===== src/rtl/core/cfcd_pkg.sv =====
// Shared types, constants and the CRC-32 byte step for the control frame deframer.
// No dependencies.
package cfcd_pkg;

  localparam int FIFO_DEPTH = 4;

  localparam logic [7:0] HDR_FIRST  = 8'h05;
  localparam logic [7:0] HDR_SECOND = 8'h0A;
  localparam logic [7:0] FTR_FIRST  = 8'h50;
  localparam logic [7:0] FTR_SECOND = 8'hA0;

  localparam logic [31:0] CRC_POLY = 32'hEDB8_8320;
  localparam logic [31:0] CRC_INIT = 32'hFFFF_FFFF;

  // Body byte positions after the two header bytes.
  localparam logic [3:0] POS_SETTING   = 4'd0;
  localparam logic [3:0] POS_VALUE_HI  = 4'd1;
  localparam logic [3:0] POS_VALUE_LO  = 4'd2;
  localparam logic [3:0] POS_CRC_B3    = 4'd3;
  localparam logic [3:0] POS_CRC_B2    = 4'd4;
  localparam logic [3:0] POS_CRC_B1    = 4'd5;
  localparam logic [3:0] POS_CRC_B0    = 4'd6;
  localparam logic [3:0] POS_FTR_FIRST = 4'd7;
  localparam logic [3:0] POS_FTR_LAST  = 4'd8;

  typedef enum logic [1:0] {
    PH_HUNT,
    PH_HDR,
    PH_BODY
  } phase_t;

  // One body byte tagged with its position, as queued between front and back.
  typedef struct packed {
    logic [7:0] data;
    logic [3:0] pos;
  } body_word_t;

  typedef struct packed {
    logic full;
    logic empty;
  } fifo_status_t;

  // Reflected CRC-32, one byte.
  function automatic logic [31:0] crc_byte(input logic [31:0] acc, input logic [7:0] b);
    logic [31:0] r;
    r = acc ^ {24'd0, b};
    for (int k = 0; k < 8; k++) begin
      if (r[0]) begin
        r = (r >> 1) ^ CRC_POLY;
      end else begin
        r = r >> 1;
      end
    end
    return r;
  endfunction

endpackage


===== src/rtl/core/cfcd_if.sv =====
// Channel interfaces: received byte stream in, decoded frame results out.
// Depends on nothing.
interface cfcd_rx_if;
  logic       valid;
  logic       ready;
  logic [7:0] rx_byte;

  modport source (output valid, output rx_byte, input ready);
  modport sink (input valid, input rx_byte, output ready);
endinterface

interface cfcd_res_if;
  logic        valid;
  logic        ready;
  logic [7:0]  setting_code;
  logic [15:0] setting_value;

  modport source (output valid, output setting_code, output setting_value, input ready);
  modport sink (input valid, input setting_code, input setting_value, output ready);
endinterface


===== src/rtl/core/cfcd_front.sv =====
// Front end: header hunt and body byte tagging, one byte per cycle while the queue is not full.
// Depends on cfcd_pkg and cfcd_rx_if.
module cfcd_front (
  input  logic                  clk,
  input  logic                  rst,
  cfcd_rx_if.sink               rx,
  input  cfcd_pkg::fifo_status_t status,
  output logic                  push,
  output cfcd_pkg::body_word_t  word
);
  import cfcd_pkg::*;

  phase_t     phase, phase_next;
  logic [3:0] idx, idx_next;
  logic       accept;

  assign rx.ready = !status.full;
  assign accept   = rx.valid && rx.ready;

  always_comb begin
    phase_next = phase;
    idx_next   = idx;
    if (accept) begin
      case (phase)
        PH_HDR: begin
          idx_next = 4'd0;
          if (rx.rx_byte == HDR_SECOND) begin
            phase_next = PH_BODY;
          end else if (rx.rx_byte == HDR_FIRST) begin
            phase_next = PH_HDR;
          end else begin
            phase_next = PH_HUNT;
          end
        end
        PH_BODY: begin
          if (idx == POS_FTR_LAST) begin
            phase_next = PH_HUNT;
            idx_next   = 4'd0;
          end else begin
            idx_next = idx + 4'd1;
          end
        end
        default: begin
          idx_next   = 4'd0;
          phase_next = (rx.rx_byte == HDR_FIRST) ? PH_HDR : PH_HUNT;
        end
      endcase
    end
  end

  always_comb begin
    push      = 1'b0;
    word.data = rx.rx_byte;
    word.pos  = idx;
    case (phase)
      PH_BODY: push = accept;
      default: push = 1'b0;
    endcase
  end

  always_ff @(posedge clk) begin
    if (rst) begin
      phase <= PH_HUNT;
      idx   <= 4'd0;
    end else begin
      phase <= phase_next;
      idx   <= idx_next;
    end
  end

  a_idx_zero_outside_body: assert property (@(posedge clk) disable iff (rst)
    phase != PH_BODY |-> idx == 4'd0)
    else $error("front: position counter nonzero outside body");

  a_idx_in_range: assert property (@(posedge clk) disable iff (rst)
    idx <= POS_FTR_LAST)
    else $error("front: position counter beyond footer");

endmodule


===== src/rtl/core/cfcd_fifo.sv =====
// Short queue of tagged body bytes between front and back.
// Depends on cfcd_pkg.
module cfcd_fifo #(
  parameter int DEPTH = cfcd_pkg::FIFO_DEPTH
) (
  input  logic                   clk,
  input  logic                   rst,
  input  logic                   push,
  input  cfcd_pkg::body_word_t   wr_word,
  input  logic                   pop,
  output cfcd_pkg::body_word_t   rd_word,
  output cfcd_pkg::fifo_status_t status
);
  import cfcd_pkg::*;

  localparam int PTR_W = $clog2(DEPTH);
  localparam int CNT_W = $clog2(DEPTH + 1);

  body_word_t       mem [DEPTH];
  logic [PTR_W-1:0] wr_ptr, rd_ptr;
  logic [CNT_W-1:0] count;

  assign status.full  = (count == CNT_W'(DEPTH));
  assign status.empty = (count == '0);
  assign rd_word      = mem[rd_ptr];

  always_ff @(posedge clk) begin
    if (push) begin
      mem[wr_ptr] <= wr_word;
    end
  end

  always_ff @(posedge clk) begin
    if (rst) begin
      wr_ptr <= '0;
      rd_ptr <= '0;
      count  <= '0;
    end else begin
      if (push) begin
        wr_ptr <= (wr_ptr == PTR_W'(DEPTH - 1)) ? '0 : wr_ptr + PTR_W'(1);
      end
      if (pop) begin
        rd_ptr <= (rd_ptr == PTR_W'(DEPTH - 1)) ? '0 : rd_ptr + PTR_W'(1);
      end
      if (push && !pop) begin
        count <= count + CNT_W'(1);
      end else if (pop && !push) begin
        count <= count - CNT_W'(1);
      end
    end
  end

  a_no_overflow: assert property (@(posedge clk) disable iff (rst)
    !(push && status.full && !pop))
    else $error("fifo: push into full queue");

  a_no_underflow: assert property (@(posedge clk) disable iff (rst)
    !(pop && status.empty))
    else $error("fifo: pop from empty queue");

endmodule


===== src/rtl/core/cfcd_back.sv =====
// Back end: CRC accumulation, field capture, footer/CRC check, result register.
// Depends on cfcd_pkg and cfcd_res_if.
module cfcd_back (
  input  logic                   clk,
  input  logic                   rst,
  input  cfcd_pkg::body_word_t   word,
  input  cfcd_pkg::fifo_status_t status,
  output logic                   pop,
  cfcd_res_if.source             res
);
  import cfcd_pkg::*;

  logic [31:0] crc_accum;
  logic [7:0]  held_setting;
  logic [15:0] held_value;
  logic [31:0] held_crc;
  logic [7:0]  footer_first;
  logic        res_valid;
  logic [7:0]  res_code;
  logic [15:0] res_value;
  logic        frame_ok;

  assign pop      = !status.empty && (!res_valid || res.ready);
  assign frame_ok = (footer_first == FTR_FIRST) && (word.data == FTR_SECOND) &&
                    (held_crc == ~crc_accum);

  assign res.valid         = res_valid;
  assign res.setting_code  = res_code;
  assign res.setting_value = res_value;

  always_ff @(posedge clk) begin
    if (pop) begin
      case (word.pos)
        POS_SETTING: begin
          held_setting <= word.data;
          crc_accum    <= crc_byte(CRC_INIT, word.data);
        end
        POS_VALUE_HI: begin
          held_value[15:8] <= word.data;
          crc_accum        <= crc_byte(crc_accum, word.data);
        end
        POS_VALUE_LO: begin
          held_value[7:0] <= word.data;
          crc_accum       <= crc_byte(crc_accum, word.data);
        end
        POS_CRC_B3, POS_CRC_B2, POS_CRC_B1, POS_CRC_B0: begin
          held_crc <= {held_crc[23:0], word.data};
        end
        POS_FTR_FIRST: begin
          footer_first <= word.data;
        end
        POS_FTR_LAST: begin
          res_code  <= held_setting;
          res_value <= held_value;
        end
        default: begin
        end
      endcase
    end
  end

  always_ff @(posedge clk) begin
    if (rst) begin
      res_valid <= 1'b0;
    end else if (pop && word.pos == POS_FTR_LAST && frame_ok) begin
      res_valid <= 1'b1;
    end else if (res.ready) begin
      res_valid <= 1'b0;
    end
  end

  a_result_only_on_last: assert property (@(posedge clk) disable iff (rst)
    $rose(res_valid) |-> $past(pop) && $past(word.pos) == POS_FTR_LAST)
    else $error("back: result raised without a footer byte");

  a_no_pop_when_stalled: assert property (@(posedge clk) disable iff (rst)
    res_valid && !res.ready |-> !pop)
    else $error("back: queue popped while result is stalled");

endmodule


===== src/rtl/core/control_frame_crc32_deframer_top.sv =====
// Top level of the control frame deframer with CRC-32 check.
// Depends on cfcd_pkg, cfcd_if, cfcd_front, cfcd_fifo and cfcd_back.
//
// Usage:
//   rx  : valid/ready channel of received serial bytes, one word per byte.
//   res : valid/ready channel of decoded frames (setting_code, setting_value).
//   A frame is 05 0A, setting, value hi, value lo, CRC (4 bytes, big-endian),
//   50 A0. The CRC is reflected CRC-32 (init and final xor all ones) over the
//   setting and value bytes. Only frames whose footer and CRC both match give
//   a result; anything else is dropped silently and the header hunt resumes.
// Throughput: one byte per cycle while the result is not stalled. The front
//   end classifies each byte in the cycle it is taken; the back end takes one
//   byte per cycle (one eight-step CRC update sits in that path).
// Result: the final footer byte is written into the queue when taken; the back
//   end pops it into the result register once any bytes queued ahead of it
//   have been popped.
// Stall: the result register holds while res.ready is low; body bytes then
//   collect in the FIFO_DEPTH-entry queue and rx.ready drops once it is full.
// Reset: rst (synchronous, active high) empties the queue, clears the result
//   valid and puts the front end into the header hunt.
module control_frame_crc32_deframer_top #(
  parameter int FIFO_DEPTH = cfcd_pkg::FIFO_DEPTH
) (
  input  logic       clk,
  input  logic       rst,
  cfcd_rx_if.sink    rx,
  cfcd_res_if.source res
);
  import cfcd_pkg::*;

  body_word_t   push_word;
  body_word_t   pop_word;
  fifo_status_t q_status;
  logic         push;
  logic         pop;

  // Front: hunts for the header, tags body bytes with their position.
  cfcd_front u_front (
    .clk    (clk),
    .rst    (rst),
    .rx     (rx),
    .status (q_status),
    .push   (push),
    .word   (push_word)
  );

  // Queue decouples byte intake from the checking side.
  cfcd_fifo #(
    .DEPTH (FIFO_DEPTH)
  ) u_fifo (
    .clk     (clk),
    .rst     (rst),
    .push    (push),
    .wr_word (push_word),
    .pop     (pop),
    .rd_word (pop_word),
    .status  (q_status)
  );

  // Back: CRC, field capture, footer/CRC check, result register.
  cfcd_back u_back (
    .clk    (clk),
    .rst    (rst),
    .word   (pop_word),
    .status (q_status),
    .pop    (pop),
    .res    (res)
  );

endmodule

===== src/flat_wrapper.sv =====
// flat-port wrapper written by rule: the top's interface ports become plain ports
module control_frame_crc32_deframer_top_flat import cfcd_pkg::*;
#(
  parameter int FIFO_DEPTH = cfcd_pkg::FIFO_DEPTH
)
  (clk, rst, rx_valid, rx_rx_byte, rx_ready, res_valid, res_setting_code, res_setting_value, res_ready);
  cfcd_rx_if rx_i ();
  cfcd_res_if res_i ();
  input  logic clk;
  input  logic rst;
  input wire logic [$bits(rx_i.valid)-1:0] rx_valid;
  input wire logic [$bits(rx_i.rx_byte)-1:0] rx_rx_byte;
  output wire logic [$bits(rx_i.ready)-1:0] rx_ready;
  output wire logic [$bits(res_i.valid)-1:0] res_valid;
  output wire logic [$bits(res_i.setting_code)-1:0] res_setting_code;
  output wire logic [$bits(res_i.setting_value)-1:0] res_setting_value;
  input wire logic [$bits(res_i.ready)-1:0] res_ready;
  assign rx_i.valid = rx_valid;
  assign rx_i.rx_byte = rx_rx_byte;
  assign rx_ready = rx_i.ready;
  assign res_valid = res_i.valid;
  assign res_setting_code = res_i.setting_code;
  assign res_setting_value = res_i.setting_value;
  assign res_i.ready = res_ready;
  control_frame_crc32_deframer_top #(.FIFO_DEPTH(FIFO_DEPTH)) u_core (.clk(clk), .rst(rst), .rx(rx_i), .res(res_i));
endmodule

===== config.mk =====
export PLATFORM = sky130hd
export DESIGN_NAME = control_frame_crc32_deframer_top_flat
export DESIGN_NICKNAME = d
export VERILOG_FILES = /design/src/rtl/core/cfcd_pkg.sv /design/src/rtl/core/cfcd_if.sv /design/src/rtl/core/cfcd_front.sv /design/src/rtl/core/cfcd_fifo.sv /design/src/rtl/core/cfcd_back.sv /design/src/rtl/core/control_frame_crc32_deframer_top.sv /design/src/flat_wrapper.sv
export SDC_FILE = /design/constraint.sdc
export NUM_CORES = 1
export LEC_CHECK = 0
export ABC_AREA = 1
export BUFFER_PORTS_ARGS = -buffer_cell sky130_fd_sc_hd__buf_2
export CORE_MARGIN = 2
export CORE_UTILIZATION = 40
export CTS_CLUSTER_SIZE = 10
export DETAILED_ROUTE_END_ITERATION = 10
export PLACE_DENSITY_LB_ADDON = 0.08
export SLEW_MARGIN = 20
export SYNTH_ARGS = -nofsm -noshare
export SYNTH_HDL_FRONTEND = slang
export SYNTH_SLANG_ARGS = --single-unit

===== constraint.sdc =====
create_clock -name clk -period 4.6 [get_ports clk]
set_input_delay 0.23 -clock clk [delete_from_list [all_inputs] [get_ports clk]]
set_output_delay 0.23 -clock clk [all_outputs]
set_load 0.05 [all_outputs]

# Word-level counts from Yosys, hierarchy flattened
# Memory sizes are Yosys's and may differ from the RTL's. A register that Yosys moved wholly into a read port is not among the register bits.
# Index checks and enable logic that the tools add are counted.
# word_totals
reg_bits,134
mem_bits_rw,48
in_bits,12
wordCells,177
memories,1
# op_classes
addsub,5
eq_ne,20
mux,83
n_bitwise,26
reduce_logical,28
# memory_table
name,words,width,read_ports,rd_clocked_by_memory_dff,wr,line,rtl
u_core.u_fifo.mem,4,12,1,1,1,cfcd_fifo.sv:19,body_word_t mem [DEPTH];
# op_table
operator,count
$mux W32,65
$not A13 Y14,23
$pmux W32 S3,1
$eq A32 B32 Y1,1
$not A32 Y32,1
$not A8 Y32,1
$xor A32 B8 Y32,1
$eq A4 B3 Y1 const B,4
$reduce_and A2 Y1,8
$mux W2,6
$eq A4 B2 Y1 const B,2
$eq A4 B4 Y1 const B,2
$eq A8 B3 Y1 const B,1
$eq A8 B4 Y1 const B,1
$eq A8 B7 Y1 const B,1
$eq A8 B8 Y1 const B,1
$logic_and A1 B1 Y1,8
$mux W4,2
$eq A2 B2 Y1 const B,3
$mux W1,6
$mux W3,2
$logic_not A1 Y1,5
$add A2 B1 Y2 const B,2
$add A4 B1 Y4 const B,1
other kinds (13),14

# Depth between registers and ports, before layout
# Gate-level depths: netlist (run 1).
# logic_depth
word_depth,32
depth_mapped,17
ltp_nobuf,15

# Cells and area by module
# From an unflattened synthesis (run 1), not the netlist that was laid out.
# hier_totals
hier_cells,868
area_unflattened_um2,9017.4
# modules_own_cells
mod,instances,cells_per_inst,area_per_inst_um2,seq_area_each_um2
cfcd_back,1,615,6273.5,3623.5
cfcd_fifo,1,175,2239.6,1621.6
cfcd_front,1,78,504.2,120.1

# Worst setup path before layout (run 1)
# Ideal clock, no wire load.
# synth_timing
path_type,reg2reg
startpoint,"register u_core.u_back.res_valid, in the netlist u_core.u_back.res.valid"
endpoint,register u_core.u_back.held_crc[0] (enable)
setup_ps,470
arrival_time_ps,3585
path_slack_ps,545
stages_incl_launch_ff,6
n_path_buf,0
path_cell_list,dfxtp_1 inv_1 nor2_1 a31oi_1 clkinv_1 a211oi_1
# synth_between
elab_chain_cells,4
# synth_lines
item,line,rtl
"start, declared",cfcd_back.sv:18,logic res_valid;
"start signal, assigned",cfcd_back.sv:64,res_valid <= 1'b0;
"start signal, assigned",cfcd_back.sv:66,res_valid <= 1'b1;
"start signal, assigned",cfcd_back.sv:68,res_valid <= 1'b0;
$logic_not A1 Y1,cfcd_back.sv:23,assign pop = !status.empty && (!res_valid || res.ready);
$logic_or A1 B1 Y1,cfcd_back.sv:23,
$logic_and A1 B1 Y1,cfcd_back.sv:23,
$reduce_and A2 Y1 (no source line),--,
"end signal, assigned",cfcd_back.sv:47,"held_crc <= {held_crc[23:0], word.data};"
"end, declared",cfcd_back.sv:16,logic [31:0] held_crc;
# Every way passes these cells.
# A chain may end at the register's enable or synchronous reset.

==> out/metrics.cfg, run 1 <==
[outcome]
status=completed

[worst_setup_path]
critPathKind=register to register
slowest_stage=dfxtp_1
crit_arrival_ns=3.19
path_max_fanout=30
cp_data_required_time_ns=4.79
cp-start-kind=register
critPathMaxStageDelay_ns=0.47
path_cells=buf_4, inv_4, nand2_1, nand3_1, nand2_1, nand2_2, nor3_2, nor2_2, buf_4, inv_2, o21ai_0, a21oi_1, nor2_1
cp-end-kind=register

[placed_design]
dp_hpwl_mm=15.7
gp_congestion=0.881
numPortBuffers=37

[yosys]
ys.flop_type=edfxtp_1
async_flop_share=0
synth_edf_count=168
syn_area_per_cell_um2=11.2
ys_seq_area_frac=0.593
yosys_warnings=0
yosysTopAreaCell=edfxtp_1
ys_top_cells_by_area=edfxtp_1 (56%), nand2_1 (8.5%), xor2_1 (4.8%)
netlist.area_leader.share=0.557
synthCells=811
syn-num-nets=837
syn_area_um2=9050
netlist-cell-type-count=45
yosys-top-cells-count=nand2_1 (206), edfxtp_1 (168), nand3_1 (62), inv_1 (58), xor2_1 (50)
ys_ff_latch=184
synth.most_common_cell=nand2_1

[hold_path]
holdCritPathClass=input port to register

[clocking]
clk_path_buf_depth=2
cts_root_buffer=clkbuf_16
cts_resized=0
clk_latency_ns=0.44
postCtsHoldBufs=0
numCtsBuffers=17
cts_tree=yes
cts_max_level=4
clk_pin_slew_ns=0.08
cts_setup_buffers=0
cts_sinks=184

[detailed_routing]
drtIter0Drc=282
first_pass_iters=7
wl_mm=20.8
routedWlPerCell_um=18.0
vias=5714
post-route-drc-count=0
final_antenna_net_count=0
viasPerCell=4.94

[sta]
setup_viol=0
setup-tns-final_ns=0
worst_slew_pin_slew_ns=1.05
fmax_ghz=0.333
finalCriticalPeriod_ns=3.00
hold_viol=0
fin_crit_sh=0.653
slew_headroom=0.298
rsz0062_at_grt=false
finClkSkew_ns=0.0181
slew_violations=0

[finish]
nets=884
syn2layout_area_growth_pct=12.8
fill_cells=2064
regArea_um2=5370
antenna_cells=0
drive_gt1_frac=0.192
multi_input_area_um2=3370

[grt]
grt_pass1_vias=5694
grt_pass1_wl_mm=32.4
antenna_found_initial=0
grt_start_max_net_pins=33
grtUsageTotal=0.181
grt_remaining_overflow=0

[die]
die_h_um=154
start_util=0.404
core_area_um2=22400
die_area_um2=23900
rows=55
dieWidth_um=154
ios=38

[job]
maxCapViolations=0

-- state kept, by name, indices dropped and copies added (netlist names), 2 cells and up, named ones only --
| register | count |
|---|---|
| u_core.u_back.footer_first | 8 |
| u_core.u_back.res.setting_value | 16 |
| u_core.u_fifo.mem | 48 |
| u_core.u_back.held_setting | 8 |
| u_core.u_back.crc_accum | 32 |
| u_core.u_back.held_value | 16 |
| u_core.u_front.idx | 4 |
| u_core.u_fifo.wr_ptr | 2 |
| u_core.u_back.held_crc | 32 |
| u_core.u_front.phase | 2 |
| u_core.u_fifo.count | 3 |
| u_core.u_fifo.rd_ptr | 2 |
| u_core.u_back.res.setting_code | 8 |
-- worst paths after layout --
path | from | end | slack, ns | cells past startpoint
min | rx_rx_byte[5] | u_core.u_fifo.mem[0][9] | 0.03 | 1
max | register | u_core.u_back.crc_accum[2] | 1.60 | 13
max reg2reg | register | u_core.u_back.crc_accum[2] | 1.60 | 13
min reg2reg | u_core.u_back.held_setting[5] | u_core.u_back.res.setting_code[5] | 0.41 | 0
-- layout make-up --
cell class,count,share of cell area
inverter,67,0.0251
tap,285,0.0349
multi-input combinational,545,0.331
timing repair buffer,43,0.0225
clock inverter,15,0.0197
clock buffer,17,0.0417
sequential,184,0.525
-- through the flow --
step | cell area (um2) | setup WS, ns | cells | util | hold slack [ns]
3_3_place_gp | 9560 | 1.72 | 1124 | 0.426 | 0.401
6_report | 10200 | 1.60 | 1156 | 0.455 | 0.0266
2_1_floorplan | 9050 | 0.545 | 811 | - | 0.329
5_1_grt | 10200 | 1.30 | 1156 | 0.455 | 0.0341
3_5_place_dp | 9560 | 1.64 | 1124 | 0.426 | 0.405
4_1_cts | 10200 | 1.62 | 1156 | 0.454 | 0.0134
-- critical path, delay by kind of cell, from the launching register on --
kind,cells,cell delay (ns)
buffers and inverters,4,1.10
flip-flops,1,0.47
AO/OA/AOI/OAI,2,0.31
AND/OR/NAND/NOR,7,0.84
-- layout by cell type, fill, tap and decap left out, types with 9 or more instances in the layout --
cell       netlist  layout
o21ai_1          9       9
a21oi_1         18      18
xor2_1          50      50
nand2_4         14      14
o21ai_0         12      12
nor2_1          35      32
nand3_2         14      14
clkbuf_16        0      17
nand3_1         62      62
dfxtp_1         16      16
nand2_2         20      20
edfxtp_1       168     168
ha_1            13      13
buf_2            4      37
xnor2_1         23      23
inv_1           58      58
nand2_1        206     206
-- metal layers --
metal | up-vias | GRT usage | wire [um]
li1 | 2818 | - | -
met1 | 2741 | 0.232 | 9340
met2 | 123 | 0.301 | 10000
met3 | 32 | 0.0384 | 890
met4 | 0 | 0.0750 | 603
met5 | - | 0 | 0
-- kinds of logic (layout without fill, tap and decap cells) --
kind of cell,count (synthesis),in the layout,synth area share
adders and majority gates,14,14,0.0202
DFF,184,184,0.593
AOI/OAI and AO/OA,53,53,0.0329
xor gates and xnor gates,87,87,0.103
buffers and inverters,82,142,0.0413
and+or+nand+nor,391,391,0.210
Power of run 1 is not shown: default switching activity piles up to over one toggle a cycle in this logic, so the estimate is an artifact.
==> run 2, diff against run 1 <==
==> constraint.sdc (replaced) <==
create_clock -name clk -period 3.04 [get_ports clk]
set_input_delay 0.152 -clock clk [delete_from_list [all_inputs] [get_ports clk]]
set_output_delay 0.152 -clock clk [all_outputs]
set_load 0.05 [all_outputs]
==> out/metrics.cfg, run 2 (synthesis results as in run 1) <==
[finish]
nets=902  ; +2.0%
largest_register_ffs=48  ; unchanged
regMostFlops=u_core.u_fifo.mem
drive_gt1_frac=0.197  ; +0.00512
final_common_cell=nand2_1
syn2layout_area_growth_pct=13.9
top_regs=u_core.u_fifo.mem: 48 flops, u_core.u_back.crc_accum: 32 flops, u_core.u_back.held_crc: 32 flops
fin_area_um2=10300  ; +1.0%
antenna_cells=0  ; unchanged
final_cell_mix=nand2_1 (206), edfxtp_1 (168), nand3_1 (62), inv_1 (58), xor2_1 (50)

[detailed_routing]
final_antenna_net_count=0  ; unchanged
wl_mm=21.2  ; +1.9%
first_pass_iters=5  ; -2
post-route-drc-count=0  ; unchanged
viasPerCell=4.99  ; +1.0%
routedWlPerCell_um=18.1  ; +0.30%
drtIter0Drc=375  ; +33%
vias=5863  ; +2.6%

[clocking]
cts_root_buffer=clkbuf_16
cts_max_level=4  ; unchanged
clk_latency_ns=0.44  ; about the same
numCtsBuffers=17  ; unchanged
clk_pin_slew_ns=0.08  ; about the same
cts_tree=yes
clk_path_buf_depth=2  ; unchanged
cts_sinks=184  ; unchanged

[grt]
grt_pass1_vias=5932  ; +4.2%
grt_remaining_overflow=0  ; unchanged
grt_pass1_wl_mm=33.4  ; +3.0%
grtUsageTotal=0.186  ; +0.00478
grt_start_max_net_pins=33  ; unchanged
antenna_found_initial=0  ; unchanged

[die]
rows=55  ; unchanged
ios=38  ; unchanged
dieWidth_um=154  ; unchanged
die_area_um2=23900  ; unchanged
core_area_um2=22400  ; unchanged
start_util=0.404  ; unchanged
die_h_um=154  ; unchanged

[sta]
slew_headroom=0.558  ; +0.260
slew_violations=0  ; unchanged
setup_viol=0  ; unchanged
finalCriticalPeriod_ns=2.74  ; -0.259 ns
fin_crit_sh=0.902  ; +0.250
rsz0062_at_grt=false
finClkSkew_ns=0.0176  ; -0.000502 ns
worst_slew_pin_slew_ns=0.660  ; -0.389 ns
setup-tns-final_ns=0  ; unchanged
fin_ws_ns=0.297  ; -1.30 ns
fmax_ghz=0.365  ; +9.5%
hold_viol=0  ; unchanged

[worst_setup_path]
critPathKind=register to register
crit_cells=12  ; -1
slowest_stage=dfxtp_2
setup.worst_path.end=u_core.u_back.res.valid
r2r-end=u_core.u_back.res.valid
crit_arrival_ns=3.11  ; -0.08 ns
path_buf_inv=3  ; -1
reg2reg_slack_ns=0.30  ; -1.30 ns
path_common_cell=buf_4
path_cells=buf_4, buf_4, nand2_1, nand3_2, nand2_4, inv_1, ha_1, nor4b_1, nand3_1, nor3_1, nand4_1, a21oi_1
crit_family=simple AND/OR/NAND/NOR gates
path_max_fanout=13  ; -57%
rr_worst_depth=12  ; -1
cp-end-kind=register
cp_data_required_time_ns=3.40  ; -1.39 ns
cp-start-kind=register
critPathMaxStageDelay_ns=0.49  ; +0.02 ns

[placed_design]
gp_congestion=0.875  ; -0.66%
dpl-instance-area_um2=9650  ; +0.89%
numPortBuffers=37  ; unchanged
dp_hpwl_mm=15.8  ; +0.72%
post-place-ws_ns=0.134  ; -1.50 ns

[hold_path]
min_from=rx_rx_byte[0]
holdCritPathClass=input port to register

[outcome]
status=completed

[job]
maxCapViolations=0  ; unchanged

run 2: changes by cell type in the layout (fill, tap and decap cells not counted), moves of 3 or more:
cell           change
clkinv_8           -4
dlygate4sd3_1      +8
nor2_2             -3
nor2_1             +3
buf_4             +10
run 2: stage by stage:
| step | hold WS, ns | util | instances |
|---|---|---|---|
| global placement | 0.397 | 0.430 | 1134 |
| global route | 0.0160 | 0.460 | 1174 |
| detailed placement | 0.404 | 0.430 | 1134 |
| CTS | 0.00722 | 0.460 | 1174 |
| finish | 0.0117 | 0.460 | 1174 |
| floorplan | 0.251 | - | 811 |
run 2: worst min-delay path by stage:
| stage | end | depth (start not counted) |
|---|---|---|
| finish | u_core.u_fifo.mem[3][4] | 1 |
| global route | u_core.u_fifo.mem[3][4] | 1 |
| CTS | u_core.u_fifo.mem[0][4] | 1 |
| detailed placement | u_core.u_fifo.mem[3][8] | 1 |
| global placement | u_core.u_fifo.mem[3][7] | 1 |
| floorplan | u_core.u_fifo.mem[0][10] | 0 |
run 2: area by class of cell:
cell class | instances | area [um2]
Timing Repair Buffer | 61 | 385
Inverter | 67 | 256
Tap cell | 285 | 357
Sequential cell | 184 | 5370
Clock buffer | 20 | 465
Multi-Input combinational cell | 545 | 3360
Clock inverter | 12 | 123
Fill cell | 2040 | 12100
run 2: worst register-to-register path: stages, from the launching register on:
cell and delay [ns]:
dfxtp_2 0.49, buf_4 0.22, buf_4 0.14, nand2_1 0.06, nand3_2 0.11, nand2_4 0.11, inv_1 0.10, ha_1 0.19
nor4b_1 0.23, nand3_1 0.15, nor3_1 0.36, nand4_1 0.31, a21oi_1 0.20
run 2: repair_timing:
| item | 4_1_cts | 5_1_grt |
|---|---|---|
| gates resized for setup | 0 | 1 |
| hold endpoints to repair | 29 | 0 |
| endpoints found under the setup margin | 0 | 1 |
| hold buffers | 8 | 0 |
| setup buffers | 0 | 0 |
run 2: layer usage:
layer	wire, um	GRT usage	up-vias	share of wire
li1	-	-	2852	-
met1	9510	0.243	2857	0.45
met2	10500	0.315	123	0.49
met3	755	0.0286	31	0.036
met4	479	0.0705	0	0.023
met5	0	0	-	0
Power of run 2 is left out for the same reason.
==> run 3, diff against run 2 <==
--- a/config.mk
+++ b/config.mk
@@ -11,6 +11,7 @@
 export CORE_UTILIZATION = 40
 export CTS_CLUSTER_SIZE = 10
 export DETAILED_ROUTE_END_ITERATION = 10
+export GPL_TIMING_DRIVEN = 0
 export PLACE_DENSITY_LB_ADDON = 0.08
 export SLEW_MARGIN = 20
 export SYNTH_ARGS = -nofsm -noshare
==> out/metrics.cfg, run 3 (synthesis results as in run 1) <==
[outcome]
status=completed

[grt]
grt_remaining_overflow=0  ; unchanged
grt_pass1_vias=5732  ; -3.4%
grtUsageTotal=0.190  ; +0.00361
antenna_found_initial=0  ; unchanged
grt_pass1_wl_mm=33.5  ; +0.47%
grt_start_max_net_pins=19  ; -42%

[worst_setup_path]
cp-end-kind=register
crit_arrival_ns=2.94  ; -0.17 ns
r2r-end=u_core.u_back.crc_accum[8]
path_max_fanout=10  ; -3
cp_data_required_time_ns=3.20  ; -0.20 ns
critPathMaxStageDelay_ns=0.37  ; -0.12 ns
reg2reg_slack_ns=0.26  ; -0.04 ns
slowest_stage=o21ai_0
rr_worst_depth=12  ; unchanged
path_cells=buf_6, buf_2, nand2_1, nand3_1, nand2_1, nand2_2, nor3_2, nor2_2, buf_4, nor2_1, o21ai_0, o21ai_0
cp-start-kind=register
critPathKind=register to register

[clocking]
clk_pin_slew_ns=0.08  ; about the same
numCtsBuffers=17  ; unchanged
cts_max_level=4  ; unchanged
cts_root_buffer=clkbuf_16
cts_sinks=184  ; unchanged
cts_tree=yes
clk_path_buf_depth=2  ; unchanged
cts_resized=0  ; unchanged
clk_latency_ns=0.43  ; about the same

[finish]
top_regs=u_core.u_fifo.mem: 48 flops, u_core.u_back.crc_accum: 32 flops, u_core.u_back.held_crc: 32 flops
final_common_cell=nand2_1
drive_gt1_frac=0.203  ; +0.00627
antenna_cells=0  ; unchanged
final_core_util=0.464  ; +0.00424
syn2layout_area_growth_pct=15.0
fill_cells=2064  ; +1.2%
nets=909  ; +0.78%
largest_register_ffs=48  ; unchanged
regMostFlops=u_core.u_fifo.mem
final_cell_mix=nand2_1 (206), edfxtp_1 (168), nand3_1 (62), inv_1 (58), xor2_1 (50)
stdcell_count=1181  ; +0.60%

[placed_design]
numPortBuffers=37  ; unchanged
dp_cells=1140  ; +0.53%
dp_hpwl_mm=16.3  ; +3.3%
gp_congestion=0.869  ; -0.64%

[sta]
worst_slew_pin_slew_ns=0.897  ; +0.236 ns
rsz0062_at_grt=false
slew_violations=0  ; unchanged
finalCriticalPeriod_ns=2.78  ; +0.0356 ns
slew_headroom=0.400  ; -0.158
fmax_ghz=0.360  ; -1.3%
hold_ws_ns=0.0184  ; +0.00673 ns
fin_crit_sh=0.914  ; +0.0117
hold_viol=0  ; unchanged
setup_viol=0  ; unchanged
finClkSkew_ns=0.0123  ; -0.00532 ns

[hold_path]
min_delay_worst_endpoint=u_core.u_fifo.count[0]
holdCritPathClass=input port to register
holdPathStages=3  ; +2
min_from=rst

[detailed_routing]
wl_mm=22.1  ; +4.2%
final_antenna_net_count=0  ; unchanged
post-route-drc-count=0  ; unchanged
routedWlPerCell_um=18.7  ; +3.5%
drtIter0Drc=296  ; -21%
vias=5920  ; +0.97%
first_pass_iters=4  ; -1
viasPerCell=5.01  ; +0.37%

[die]
die_h_um=154  ; unchanged
core_area_um2=22400  ; unchanged
start_util=0.404  ; unchanged
die_area_um2=23900  ; unchanged
ios=38  ; unchanged
rows=55  ; unchanged
dieWidth_um=154  ; unchanged

[job]
maxCapViolations=0  ; unchanged

==> run 3: area by class of cell <==
cell class / instances / area (um2) / area share
Clock buffer: 18 / 429 / 0.0412
Sequential cell: 184 / 5370 / 0.515
Clock inverter: 14 / 160 / 0.0154
Tap cell: 285 / 357 / 0.0343
Buffer: 15 / 118 / 0.0113
Inverter: 67 / 256 / 0.0246
Multi-Input combinational cell: 545 / 3370 / 0.324
Timing Repair Buffer: 53 / 353 / 0.0339
==> run 3: worst max path at each step <==
stage / startpoint / endpoint / slack [ns] / cells after the start
floorplan: u_core.u_back.res.valid / u_core.u_back.held_crc[0] / 0.07 / 5
global placement: u_core.u_fifo.count[0] / u_core.u_back.crc_accum[20] / -0.90 / 4
detailed placement: register / u_core.u_back.crc_accum[8] / 0.28 / 12
CTS: register / u_core.u_back.crc_accum[8] / 0.27 / 12
global route: register / u_core.u_back.crc_accum[8] / 0.08 / 12
finish: register / u_core.u_back.crc_accum[8] / 0.26 / 12
==> run 3: what timing repair did <==
action | 4_1_cts | 5_1_grt
hold endpoints to repair | 33 | 0
buffers inserted | 0 | 0
hold buffers | 9 | 0
==> run 3: stage by stage <==
step	setup WS, ns	cell area, um2	TNS (ns)
after global routing	0.0821	10400	0
after floorplan	0.0713	9070	0
final	0.261	10400	0
after CTS	0.274	10400	0
after detailed placement	0.283	9730	0
after global placement	-0.900	9610	-48.82
==> run 3: layer usage <==
layer,up-vias,global-route usage,share of wire
met1,2861,0.244,0.44
met2,143,0.318,0.48
met4,0,0.0789,0.030
met5,-,0,0
li1,2880,-,-
met3,36,0.0339,0.041
==> run 3: worst max-delay path, delay by kind of cell, from the launching register on <==
| kind | cells | cell delay [ns] |
|---|---|---|
| AO/OA/AOI/OAI | 2 | 0.51 |
| buffers and inverters | 3 | 0.64 |
| flip-flops | 1 | 0.33 |
| AND/OR/NAND/NOR | 7 | 1.02 |
Power of run 3 is left out for the same reason.
